## src/hw/rtl/multi_button_debouncer_unit_macros.svh

```systemverilog
// Assertion macros for the debouncer RTL.
`ifndef MULTI_BUTTON_DEBOUNCER_UNIT_MACROS_SVH
`define MULTI_BUTTON_DEBOUNCER_UNIT_MACROS_SVH

`ifndef SYNTHESIS
// Implication checked at every clock edge outside reset.
`define MBD_ASSERT_IMP(label, clk, rst_n, pre, post) \
	label: assert property (@(posedge clk) disable iff (!rst_n) (pre) |=> (post)) \
		else $error("debouncer check failed");
// Condition that must hold at every clock edge outside reset.
`define MBD_ASSERT_ALWAYS(label, clk, rst_n, cond) \
	label: assert property (@(posedge clk) disable iff (!rst_n) (cond)) \
		else $error("debouncer invariant failed");
`else
`define MBD_ASSERT_IMP(label, clk, rst_n, pre, post)
`define MBD_ASSERT_ALWAYS(label, clk, rst_n, cond)
`endif

`endif

```

## src/hw/rtl/mbd_pkg.sv

```systemverilog
// Types and constants for the multi-button debouncer.
package mbd_pkg;

	localparam int unsigned FIELD_W = 4;
	localparam int unsigned TICKS_W = 8;
	localparam logic [TICKS_W-1:0] RESET_TICKS = 8'd5;

	typedef enum logic {
		KIND_SAMPLE = 1'b0,
		KIND_TICK   = 1'b1
	} kind_t;

	typedef struct packed {
		kind_t              kind;
		logic [FIELD_W-1:0] raw_buttons;
	} item_t;

	typedef struct packed {
		logic [FIELD_W-1:0] debounced_buttons;
		logic [FIELD_W-1:0] changed_buttons;
	} result_t;

	// Control broadcast to every button cell.
	typedef struct packed {
		logic               apply;
		logic               tick;
		logic [TICKS_W-1:0] reload;
	} ctrl_t;

endpackage

```

## src/hw/rtl/mbd_button_cell.sv

```systemverilog
// Per-button state: last sample, settle counter and debounced bit.
module mbd_button_cell (
	input  logic          clk,
	input  logic          arst_n,
	input  mbd_pkg::ctrl_t ctrl,
	input  logic          sample_bit,
	output logic          deb_cur,
	output logic          deb_nxt,
	output logic          chg
);
	import mbd_pkg::*;

	logic               last_q;
	logic               deb_q;
	logic [TICKS_W-1:0] cnt_q;
	logic [TICKS_W-1:0] cnt_d;
	logic               last_d;

	always_comb begin
		cnt_d   = cnt_q;
		last_d  = last_q;
		deb_nxt = deb_q;
		chg     = 1'b0;
		if (ctrl.tick) begin
			if (cnt_q != '0) begin
				cnt_d = cnt_q - TICKS_W'(1);
				// The counter expires on this tick; accept the held sample if it differs.
				if (cnt_d == '0 && last_q != deb_q) begin
					deb_nxt = last_q;
					chg     = 1'b1;
				end
			end
		end else begin
			last_d = sample_bit;
			if (sample_bit != last_q) begin
				cnt_d = ctrl.reload;
			end
		end
	end

	always_ff @(posedge clk or negedge arst_n) begin
		if (!arst_n) begin
			last_q <= 1'b0;
			deb_q  <= 1'b0;
			cnt_q  <= RESET_TICKS;
		end else if (ctrl.apply) begin
			last_q <= last_d;
			deb_q  <= deb_nxt;
			cnt_q  <= cnt_d;
		end
	end

	assign deb_cur = deb_q;

endmodule

```

## src/hw/rtl/multi_button_debouncer_unit.sv

```systemverilog
// An item goes to the input register, then its result to the result register;
// one item per cycle while res_stall is low. The input register feeds the
// button cells, whose state and the result register update in the same cycle.
// Reset (arst_n low) clears the samples and debounced bits, sets every settle
// counter and the debounce tick count to five, and empties both registers.
`include "multi_button_debouncer_unit_macros.svh"

module multi_button_debouncer_unit #(
	parameter int unsigned BUTTONS = 4
) (
	input  logic                          clk,
	input  logic                          arst_n,
	input  logic                          item_valid,
	output logic                          item_stall,
	input  mbd_pkg::item_t                item,
	output logic                          res_valid,
	input  logic                          res_stall,
	output mbd_pkg::result_t              res,
	input  logic                          cfg_we,
	input  logic [mbd_pkg::TICKS_W-1:0]   cfg_wdata
);
	import mbd_pkg::*;

	logic               ticks_zero;
	logic [TICKS_W-1:0] debounce_ticks_q;
	logic               item_valid_s1;
	item_t              item_s1;
	logic               res_valid_s2;
	result_t            res_s2;
	logic               adv_s1;
	ctrl_t              ctrl;
	logic [BUTTONS-1:0] sample_vec;
	logic [BUTTONS-1:0] deb_cur_vec;
	logic [BUTTONS-1:0] deb_nxt_vec;
	logic [BUTTONS-1:0] chg_vec;
	logic [FIELD_W-1:0] deb_cur_field;
	logic [FIELD_W-1:0] deb_nxt_field;
	logic [FIELD_W-1:0] chg_field;

	always_ff @(posedge clk or negedge arst_n) begin
		if (!arst_n) begin
			debounce_ticks_q <= RESET_TICKS;
		end else if (cfg_we) begin
			debounce_ticks_q <= cfg_wdata;
		end
	end

	// A zero count behaves as one tick.
	assign ticks_zero = (debounce_ticks_q == '0);

	// The input stage moves on when the result register is empty or being taken.
	assign adv_s1     = !res_valid_s2 || !res_stall;
	assign item_stall = item_valid_s1 && !adv_s1;

	always_ff @(posedge clk or negedge arst_n) begin
		if (!arst_n) begin
			item_valid_s1 <= 1'b0;
		end else if (!item_stall) begin
			item_valid_s1 <= item_valid;
		end
	end

	always_ff @(posedge clk) begin
		if (item_valid && !item_stall) begin
			item_s1 <= item;
		end
	end

	always_comb begin
		ctrl.apply  = item_valid_s1 && adv_s1;
		ctrl.tick   = (item_s1.kind == KIND_TICK);
		ctrl.reload = ticks_zero ? TICKS_W'(1) : debounce_ticks_q;
	end

	for (genvar i = 0; i < BUTTONS; i++) begin : g_btn
		if (i < FIELD_W) begin : g_wired
			assign sample_vec[i] = item_s1.raw_buttons[i];
		end else begin : g_unwired
			assign sample_vec[i] = 1'b0;
		end

		mbd_button_cell u_cell (
			.clk        (clk),
			.arst_n     (arst_n),
			.ctrl       (ctrl),
			.sample_bit (sample_vec[i]),
			.deb_cur    (deb_cur_vec[i]),
			.deb_nxt    (deb_nxt_vec[i]),
			.chg        (chg_vec[i])
		);
	end

	for (genvar k = 0; k < FIELD_W; k++) begin : g_field
		if (k < BUTTONS) begin : g_used
			assign deb_cur_field[k] = deb_cur_vec[k];
			assign deb_nxt_field[k] = deb_nxt_vec[k];
			assign chg_field[k]     = chg_vec[k];
		end else begin : g_pad
			assign deb_cur_field[k] = 1'b0;
			assign deb_nxt_field[k] = 1'b0;
			assign chg_field[k]     = 1'b0;
		end
	end

	always_ff @(posedge clk or negedge arst_n) begin
		if (!arst_n) begin
			res_valid_s2 <= 1'b0;
		end else if (adv_s1) begin
			res_valid_s2 <= item_valid_s1;
		end
	end

	always_ff @(posedge clk) begin
		if (ctrl.apply) begin
			res_s2.debounced_buttons <= deb_nxt_field;
			res_s2.changed_buttons   <= chg_field;
		end
	end

	assign res_valid = res_valid_s2;
	assign res       = res_s2;

	`MBD_ASSERT_IMP(a_sample_no_change, clk, arst_n, ctrl.apply && !ctrl.tick, res.changed_buttons == '0)
	`MBD_ASSERT_IMP(a_apply_gives_result, clk, arst_n, ctrl.apply, res_valid)
	`MBD_ASSERT_IMP(a_change_flips_bit, clk, arst_n, ctrl.apply, ((res.debounced_buttons ^ $past(deb_cur_field)) == res.changed_buttons))
	`MBD_ASSERT_ALWAYS(a_no_stall_when_empty, clk, arst_n, !(item_stall && !item_valid_s1))

endmodule

```

## config.mk

```make
export PLATFORM = sky130hd
export DESIGN_NAME = multi_button_debouncer_unit
export DESIGN_NICKNAME = d
export VERILOG_FILES = /design/src/hw/rtl/mbd_pkg.sv /design/src/hw/rtl/mbd_button_cell.sv /design/src/hw/rtl/multi_button_debouncer_unit.sv
export VERILOG_INCLUDE_DIRS = /design/src /design/src/hw/rtl
export SDC_FILE = /design/constraint.sdc
export NUM_CORES = 1
export LEC_CHECK = 0
export ABC_AREA = 1
export BUFFER_PORTS_ARGS = -buffer_cell sky130_fd_sc_hd__buf_2
export CORE_MARGIN = 3
export CORE_UTILIZATION = 35
export CTS_BUF_LIST = sky130_fd_sc_hd__clkbuf_4
export DETAILED_ROUTE_END_ITERATION = 6
export PLACE_DENSITY_LB_ADDON = 0.08
export REMOVE_ABC_BUFFERS = 1
export SLEW_MARGIN = 15
export SYNTH_ARGS = -nofsm -noshare
export SYNTH_HDL_FRONTEND = slang
export SYNTH_SLANG_ARGS = --single-unit
```

## constraint.sdc

```tcl
create_clock -name clk -period 1.9 [get_ports clk]
set_input_delay 0.285 -clock clk [delete_from_list [all_inputs] [get_ports clk]]
set_output_delay 0.285 -clock clk [all_outputs]
set_load 0.01 [all_outputs]
```

# --- Yosys cells after proc, flatten, opt, wreduce, memory -nomap -nowiden ---
# Index checks and enable logic that the tools add are counted.
totals:
  out_inout_bits: 10
  inputBits: 18
  regBits: 63
  wordCells: 102
op_classes:
  n_addsub: 4
  bitwise_logic: 1
  eq_ne: 12
  reduce_logical: 34
  mux: 29
ops:
  columns: ["cell", "n"]
  rows:
  - ["$mux 8", 13]
  - ["$logic_not 8->1", 5]
  - ["$reduce_bool 8->1", 4]
  - ["$sub 8x1->8 const B", 4]
  - ["$mux 1", 16]
  - ["$reduce_and 3->1", 4]
  - ["$reduce_and 2->1", 5]
  - ["$ne 1x1->1", 8]
  - ["$ne 2x1->1 const B", 4]
  - ["$reduce_bool 2->1", 4]
  - ["$logic_and 1x1->1", 7]
  - ["$logic_not 1->1", 4]
  - ["$logic_or 1x1->1", 1]
  - ["$not 1->1", 1]

# --- Depth between registers and ports, before layout ---
# Gate-level depths: netlist of run 1.
depth:
  ltp_word: 6
  ltp_mapped: 13
  ltp_nobuf: 13

# --- Modules after synthesis ---
# From an unflattened synthesis of run 1, not the netlist that was laid out.
hier_totals:
  cells_unflattened: 566
  hier_area_um2: 4280.4
by_module_without_submodules:
  columns: ["mod", "cells_each", "n_inst", "area_per_inst_um2", "seq_area_each_um2"]
  rows:
  - ["mbd_button_cell", 124, 4, 859.6, 252.7]
  - ["multi_button_debouncer_unit", 70, 1, 842.1, 643.1]

# --- Least setup slack after synthesis of run 1 ---
# No wires, ideal clock.
synth_path:
  path_type: "register to register"
  startpoint: "register g_btn[1].u_cell.cnt_q[0]"
  endpoint: "register res_s2, in the netlist res[5] (data pin)"
  synth_period_minus_slack_ps: 1748
  stages_incl_launch_ff: 10
  arrival_ps: 1494
  path_slack_ps: 152
  required_time_ps: 1645
  n_path_buf: 0
  setup_ps: 255
  cell_sequence: "dfstp_2 -> inv_1 -> ha_1 -> nand2_1 -> nand2_1 -> nor2_1 -> nand3_1 -> nor2_2 -> nand4_1 -> and2_1"
synth_between:
  elab_chain_len: 6
  elab_cells_between_ends: 7
  cone_classes: "add/sub (1); mux (3); reduce/logical (3)"
synth_rtl:
  columns: ["element", "line_no", "rtl"]
  rows:
  - ["start, declared", "mbd_button_cell.sv:15", "logic [TICKS_W-1:0] cnt_q;"]
  - ["start signal, assigned", "mbd_button_cell.sv:49", "cnt_q <= cnt_d;"]
  - ["$sub 8x1->8", "mbd_button_cell.sv:26", "cnt_d = cnt_q - TICKS_W'(1);"]
  - ["$logic_not 8->1", "mbd_button_cell.sv:28", "if (cnt_d == '0 && last_q != deb_q) begin"]
  - ["$logic_and 1x1->1", "mbd_button_cell.sv:28", null]
  - ["$mux 1", "mbd_button_cell.sv:28", null]
  - ["$mux 1 *", "mbd_button_cell.sv:25", "if (cnt_q != '0) begin"]
  - ["$mux 1 *", "mbd_button_cell.sv:24", "if (ctrl.tick) begin"]
  - ["net g_btn[1].u_cell.deb_nxt", "mbd_button_cell.sv:8", "output logic deb_nxt,"]
  - ["end, declared", "multi_button_debouncer_unit.sv:29", "result_t res_s2;"]
# Mark *: on every way through the listed nets, which the timed path passes. The rest lies on a longest branch.
# A chain may end at the register's enable or synchronous reset.

# --- Worst setup path after layout of run 1 ---
# Ends and elaborated chain as after synthesis.

==> impl_metrics.json, run 1 <==
{
  "status": "completed",
  "end_kind": "flop",
  "die-area_mm2": 0.0120,
  "core_mm2": 0.0104,
  "synth_cells": 490,
  "routed_via_density": 4.73,
  "final_area_mm2": 0.00434,
  "layout_setup_ws_ns": 0.136,
  "fin_total_pwr_mw": 6.03,
  "grt_overflow_total": 0,
  "ys_seq_area_frac": 0.440,
  "power_density_mw_per_mm2": 1390,
  "dr.pass1.iters": 5,
  "avgSynthCellArea_um2": 7.67,
  "routedWlPerCell_um": 13.5,
  "drc": 0,
  "synth_seq_cells": 63,
  "clock.fmax_mhz": 567,
  "critical_path.cell_chain": "inv_2 -> buf_6 -> ha_2 -> nand4_1 -> nand3_1 -> nor2_2 -> nand4_1 -> and2_1",
  "holdWs_ns": 0.0575,
  "cts_made_buffers": 9,
  "grt_max_degree": 51,
  "start_kind": "flop",
  "final_cell_mix": "nand2_1, inv_1, o21ai_0, dfrtp_1, nor2_1",
  "power_switching_mw": 2.73,
  "dieWidth_um": 110,
  "peakVddDrop_uv": 504,
  "fin_tns_setup_ns": 0,
  "first_global_vias": 3036,
  "dpl.hpwl_um": 6540,
  "wl_um": 9190,
  "die_y_um": 110,
  "crit_path_max_incr_delay_ns": 0.56,
  "io-pin-count": 28,
  "worstSetupPathType": "reg -> reg",
  "clock_latency_ns": 0.41,
  "cellLeakagePower_nw": 2.05,
  "syn-cell-area_mm2": 0.00376,
  "min_period_ns": 1.76,
  "crit_top_cell": "nand4_1",
  "sw_frac_of_total": 0.453,
  "cts.clk_slew.worst_paths_ns": 0.10,
  "yosys_warnings": 0,
  "power_frac_clock": 0.130,
  "clockBufferDepth": 2,
  "grt_pass1_wl_um": 15000,
  "synth_cell_types": 32,
  "fin_nets": 569,
  "globalplace.congestion": 0.836,
  "via_count": 3213,
  "power.share.combinational": 0.492,
  "slowest_stage": "dfstp_2",
  "hold_viol_final": 0,
  "drive_above_1_share": 0.217,
  "grt.total_usage": 0.165,
  "antenna_found_initial": 0,
  "place_ws_ns": 0.0681,
  "start_util": 0.362,
  "maxCapViolations": 0,
  "row_count": 37,
  "diodes": 0,
  "internal_power_mw": 3.30,
  "worst_pin_slew_ns": 0.526,
  "drtAntennaViolNets": 0,
  "cp.required_ns": 2.06,
  "h-tree-depth": 3,
  "cts_sinks": 63,
  "final_common_cell": "nand2_1",
  "power_frac_seq": 0.378,
  "fin_crit_sh": 0.929,
  "io_buffers": 27,
  "place_area_mm2": 0.00417,
  "synthToLayoutAreaGrowth_pct": 15.6,
  "hold_path.class": "in -> reg",
  "cts_tree": "yes",
  "cts_root_buf": "clkbuf_4",
  "setup_violations": 0,
  "path_max_fanout": 6,
  "drt_iter0_markers": 152,
  "finalMaxSlewViolations": 0,
  "arrival_ns": 1.92,
  "max_slew_margin": 0.649,
  "fin_skew_ns": 0.0198
}
Yosys cell counts:
library cell | instances | share of area
nand4_1 | 13 | 0.022
o21ai_1 | 14 | 0.019
nor2_2 | 14 | 0.023
buf_6 | 4 | 0.012
dfstp_2 | 10 | 0.070
clkbuf_1 | 3 | 0.0030
nor3_1 | 1 | 0.0013
dfrtp_1 | 40 | 0.27
o21ai_2 | 4 | 0.0093
o21bai_1 | 1 | 0.0020
xnor2_1 | 2 | 0.0047
nand2_2 | 5 | 0.0083
buf_2 | 2 | 0.0027
mux2_2 | 2 | 0.0060
a21oi_2 | 1 | 0.0023
o21ai_0 | 50 | 0.067
and2_1 | 2 | 0.0033
a21oi_1 | 14 | 0.019
buf_4 | 1 | 0.0020
nand3_1 | 28 | 0.037
inv_2 | 5 | 0.0050
nor2_1 | 35 | 0.035
clkinv_1 | 1 | 0.0010
o21a_1 | 1 | 0.0020
xor2_2 | 2 | 0.0087
inv_1 | 58 | 0.058
nor2_4 | 2 | 0.0060
nor3b_1 | 1 | 0.0020
ha_1 | 12 | 0.040
edfxtp_1 | 13 | 0.10
a21oi_4 | 3 | 0.013
nand2_1 | 146 | 0.15
registers in the layout, indices dropped and copies added (netlist names), 4 cells and up:
register	cells
res	8
sample_vec	4
g_btn.u_cell.cnt_q	32
g_btn.u_cell.deb_cur	4
debounce_ticks_q	8
g_btn.u_cell.last_q	4
critical path, delay by kind of cell, from the launching register on:
family                   cells  cell delay [ns]
AND/OR/NAND/NOR              5             0.61
adder cells (fa/ha/maj)      1             0.18
buffers and inverters        2             0.19
flip-flops                   1             0.56
area by class of cell:
cell class,count,area (µm²)
repair buffers,48,337
clock inverters,4,15.0
clock buffers,12,90.1
multi-input cells,353,1840
inverters,64,240
well taps,136,170
flip-flops and latches,63,1650
fillers,1088,6030
repair_timing:
| item | in CTS | in global routing |
|---|---|---|
| endpoints found under the setup margin | 0 | 9 |
| hold buffers | 1 | 0 |
| gates resized for setup | 0 | 15 |
| endpoints found under the hold margin | 40 | 0 |
| buffers inserted | 0 | 1 |
per-layer routing:
metal,GRT usage,share of wire,vias up
met1,0.226,0.50,1484
met2,0.256,0.45,47
met5,0,0,-
li1,-,-,1674
met3,0.0440,0.038,8
met4,0.0463,0.012,0
per-stage QoR:
stage,instances,utilization
final,680,0.419
after global routing,680,0.419
after CTS,679,0.413
after detailed placement,662,0.402
after global placement,662,0.402
after floorplan,480,-
worst paths after layout:
kind                                                       from                              endpoint  slack (ns)  depth (start not counted)
max                        g_btn[1].u_cell.cnt_q[0]$_DFFE_PN1P_                      res[5]$_DFFE_PP_        0.14                          8
min in group asynchronous                                arst_n  g_btn[2].u_cell.cnt_q[6]$_DFFE_PN0P_        0.36                          3
max in group asynchronous                                arst_n  g_btn[1].u_cell.cnt_q[2]$_DFFE_PN1P_        1.17                          3
max reg2reg                g_btn[1].u_cell.cnt_q[0]$_DFFE_PN1P_                      res[5]$_DFFE_PP_        0.14                          8
min                                                     item[4]                     ctrl[8]$_DFFE_PP_        0.06                          1
min reg2reg                     debounce_ticks_q[0]$_DFFE_PN1P_       debounce_ticks_q[0]$_DFFE_PN1P_        0.49                          2
power groups by stage:
stage                     registers, mW  logic [mW]  clock network [mW]
after detailed placement           2.30        2.86                   0
after CTS                          2.28        2.88               0.828
after global routing               2.35        3.46               0.896
after global placement             2.30        2.86                   0
final                              2.28        2.97               0.783
after floorplan                    2.21        2.16                   0
kinds of logic after synthesis:
kind of cell | synth area share
buffers and inverters | 0.0836
DFF | 0.440
and+or+nand+nor | 0.284
adders and majority gates | 0.0400
xor gates and xnor gates | 0.0133
muxes | 0.00600
AOI/OAI and AO/OA | 0.133
No activity file was read; power rests on OpenSTA's default activity.
==> run 2, diff against run 1 <==
--- a/config.mk
+++ b/config.mk
@@ -7,11 +7,11 @@
 export NUM_CORES = 1
 export LEC_CHECK = 0
 export ABC_AREA = 1
-export BUFFER_PORTS_ARGS = -buffer_cell sky130_fd_sc_hd__buf_2
 export CORE_MARGIN = 3
 export CORE_UTILIZATION = 35
 export CTS_BUF_LIST = sky130_fd_sc_hd__clkbuf_4
 export DETAILED_ROUTE_END_ITERATION = 6
+export DONT_BUFFER_PORTS = 1
 export PLACE_DENSITY_LB_ADDON = 0.08
 export REMOVE_ABC_BUFFERS = 1
 export SLEW_MARGIN = 15
==> impl_metrics.json, run 2 (synthesis results as in run 1) <==
{
  "status": "completed",
  "cts_root_buf": "clkbuf_4",
  "drc": 0,
  "die_y_um": 110,
  "min_period_ns": 1.78,
  "routedWlPerCell_um": 13.8,
  "globalplace.congestion": 0.862,
  "final_common_cell": "nand2_1",
  "drt_iter0_markers": 182,
  "fillerInstances": 1085,
  "grt_overflow_total": 0,
  "fin_nets": 560,
  "hold_path.class": "in -> async",
  "power_density_mw_per_mm2": 1380,
  "final_util": 0.423,
  "peakVddDrop_uv": 682,
  "cellLeakagePower_nw": 2.02,
  "setup_violations": 0,
  "drtAntennaViolNets": 0,
  "largest-register": "g_btn.u_cell.cnt_q",
  "cts_made_buffers": 9,
  "rr_worst_depth": 10,
  "worstSetupPathType": "reg -> reg",
  "routed_via_density": 4.84,
  "arrival_ns": 1.96,
  "wl_um": 9270,
  "first_global_vias": 3133,
  "clock.fmax_mhz": 562,
  "path_max_fanout": 6,
  "start_kind": "flop",
  "diodes": 0,
  "core_mm2": 0.0104,
  "hold_viol_final": 0,
  "start_util": 0.362,
  "fin_crit_sh": 0.936,
  "path_depth": 10,
  "clockBufferDepth": 2,
  "drive_above_1_share": 0.170,
  "holdWs_ns": 0.373,
  "critPathBufInv": 1,
  "row_count": 37,
  "slowest_stage": "dfstp_2",
  "antenna_found_initial": 0,
  "die-area_mm2": 0.0120,
  "fin_skew_ns": 0.0233,
  "grt_max_degree": 51,
  "place_area_mm2": 0.00403,
  "dr.pass1.iters": 5,
  "cts_tree": "yes",
  "finalMaxSlewViolations": 0,
  "io-pin-count": 28,
  "cp.required_ns": 2.08,
  "grt_pass1_wl_um": 15200,
  "cts.clk_slew.worst_paths_ns": 0.12,
  "grt_setup_unrepaired": "false",
  "max_slew_margin": 0.694,
  "fin_total_pwr_mw": 6.07,
  "final_area_mm2": 0.00438,
  "largest_reg_flops": 32,
  "io_buffers": 0,
  "via_count": 3246,
  "crit_path_max_incr_delay_ns": 0.55,
  "h-tree-depth": 3,
  "dieWidth_um": 110,
  "maxCapViolations": 0,
  "grt.total_usage": 0.167,
  "cts_sinks": 63,
  "critical_path.cell_chain": "inv_1 -> ha_2 -> nand2_1 -> nand2_1 -> nor2_1 -> nand3_1 -> nor2_2 -> nand3_1 -> nand2_1 -> nand2_1",
  "dpl.hpwl_um": 6640,
  "clock_latency_ns": 0.41,
  "critPathTopFamily": "simple AND/OR/NAND/NOR gates",
  "synthToLayoutAreaGrowth_pct": 16.7,
  "end_kind": "flop",
  "crit_top_cell": "nand2_1",
  "final_cell_mix": "nand2_1, inv_1, o21ai_0, dfrtp_1, nor2_1",
  "worst_pin_slew_ns": 0.457
}
==> run 2: cell types whose count changed in the layout (fill, tap and decap cells not counted), moves of 2 or more <==
cell | previous run | this run
dlygate4sd3_1 | 1 | 17
buf_4 | 16 | 18
clkinv_2 | 0 | 2
clkbuf_4 | 12 | 10
buf_2 | 27 | 0
==> run 2: worst register-to-register path, stage by stage, from the launching register on <==
cell	delay, ns
dfstp_2	0.55
inv_1	0.10
ha_2	0.24
nand2_1	0.07
nand2_1	0.06
nor2_1	0.10
nand3_1	0.09
nor2_2	0.13
nand3_1	0.09
nand2_1	0.07
nand2_1	0.06
==> run 2: what timing repair did <==
| item | CTS | global route |
|---|---|---|
| endpoints found under the hold margin | 65 | 0 |
| resized for setup | 0 | 12 |
| setup endpoints to repair | 0 | 8 |
| hold buffers | 18 | 0 |
| buffers inserted | 0 | 1 |
==> run 2: final timing paths <==
check	from	end	slack, ns
setup / recovery	g_btn[2].u_cell.cnt_q[0]$_DFFE_PN1P_	res[6]$_DFFE_PP_	0.12
hold / removal	arst_n	g_btn[2].u_cell.cnt_q[4]$_DFFE_PN0P_	0.37
setup reg to reg	g_btn[2].u_cell.cnt_q[0]$_DFFE_PN1P_	res[6]$_DFFE_PP_	0.12
hold reg to reg	item_valid_s1$_DFFE_PN0N_	res_valid$_DFFE_PN0N_	0.51
max in group asynchronous	arst_n	g_btn[0].u_cell.cnt_q[2]$_DFFE_PN1P_	1.22
min in group clk	item[4]	ctrl[8]$_DFFE_PP_	0.50
==> run 2: layer usage <==
| metal | up-vias | part of all wire | GRT usage |
|---|---|---|---|
| li1 | 1656 | - | - |
| met1 | 1510 | 0.46 | 0.212 |
| met2 | 68 | 0.49 | 0.289 |
| met3 | 12 | 0.035 | 0.0317 |
| met4 | 0 | 0.014 | 0.0463 |
| met5 | - | 0 | 0 |
==> run 2: metrics by stage <==
step	setup TNS, ns	cells	setup WS [ns]
final	0	671	0.121
after detailed placement	0	636	0.0405
after global routing	0	671	0.00288
after floorplan	-0.0638	480	-0.0302
after CTS	0	670	0.0447
after global placement	0	636	0.121
==> run 2: layout make-up <==
class	count	area, µm²	area share
flip-flops and latches	63	1650	0.377
clock buffers	10	75.1	0.0171
inverters	64	240	0.0548
well taps	136	170	0.0388
repair buffers	39	384	0.0876
clock inverters	6	28.8	0.00657
multi-input cells	353	1830	0.418
==> run 2: where the power goes <==
group | leakage (nW) | internal, mW | switching (mW) | total (mW)
registers | 0.732 | 1.87 | 0.421 | 2.29
logic | 1.23 | 1.16 | 1.85 | 3.01
clock network | 0.0587 | 0.267 | 0.500 | 0.767
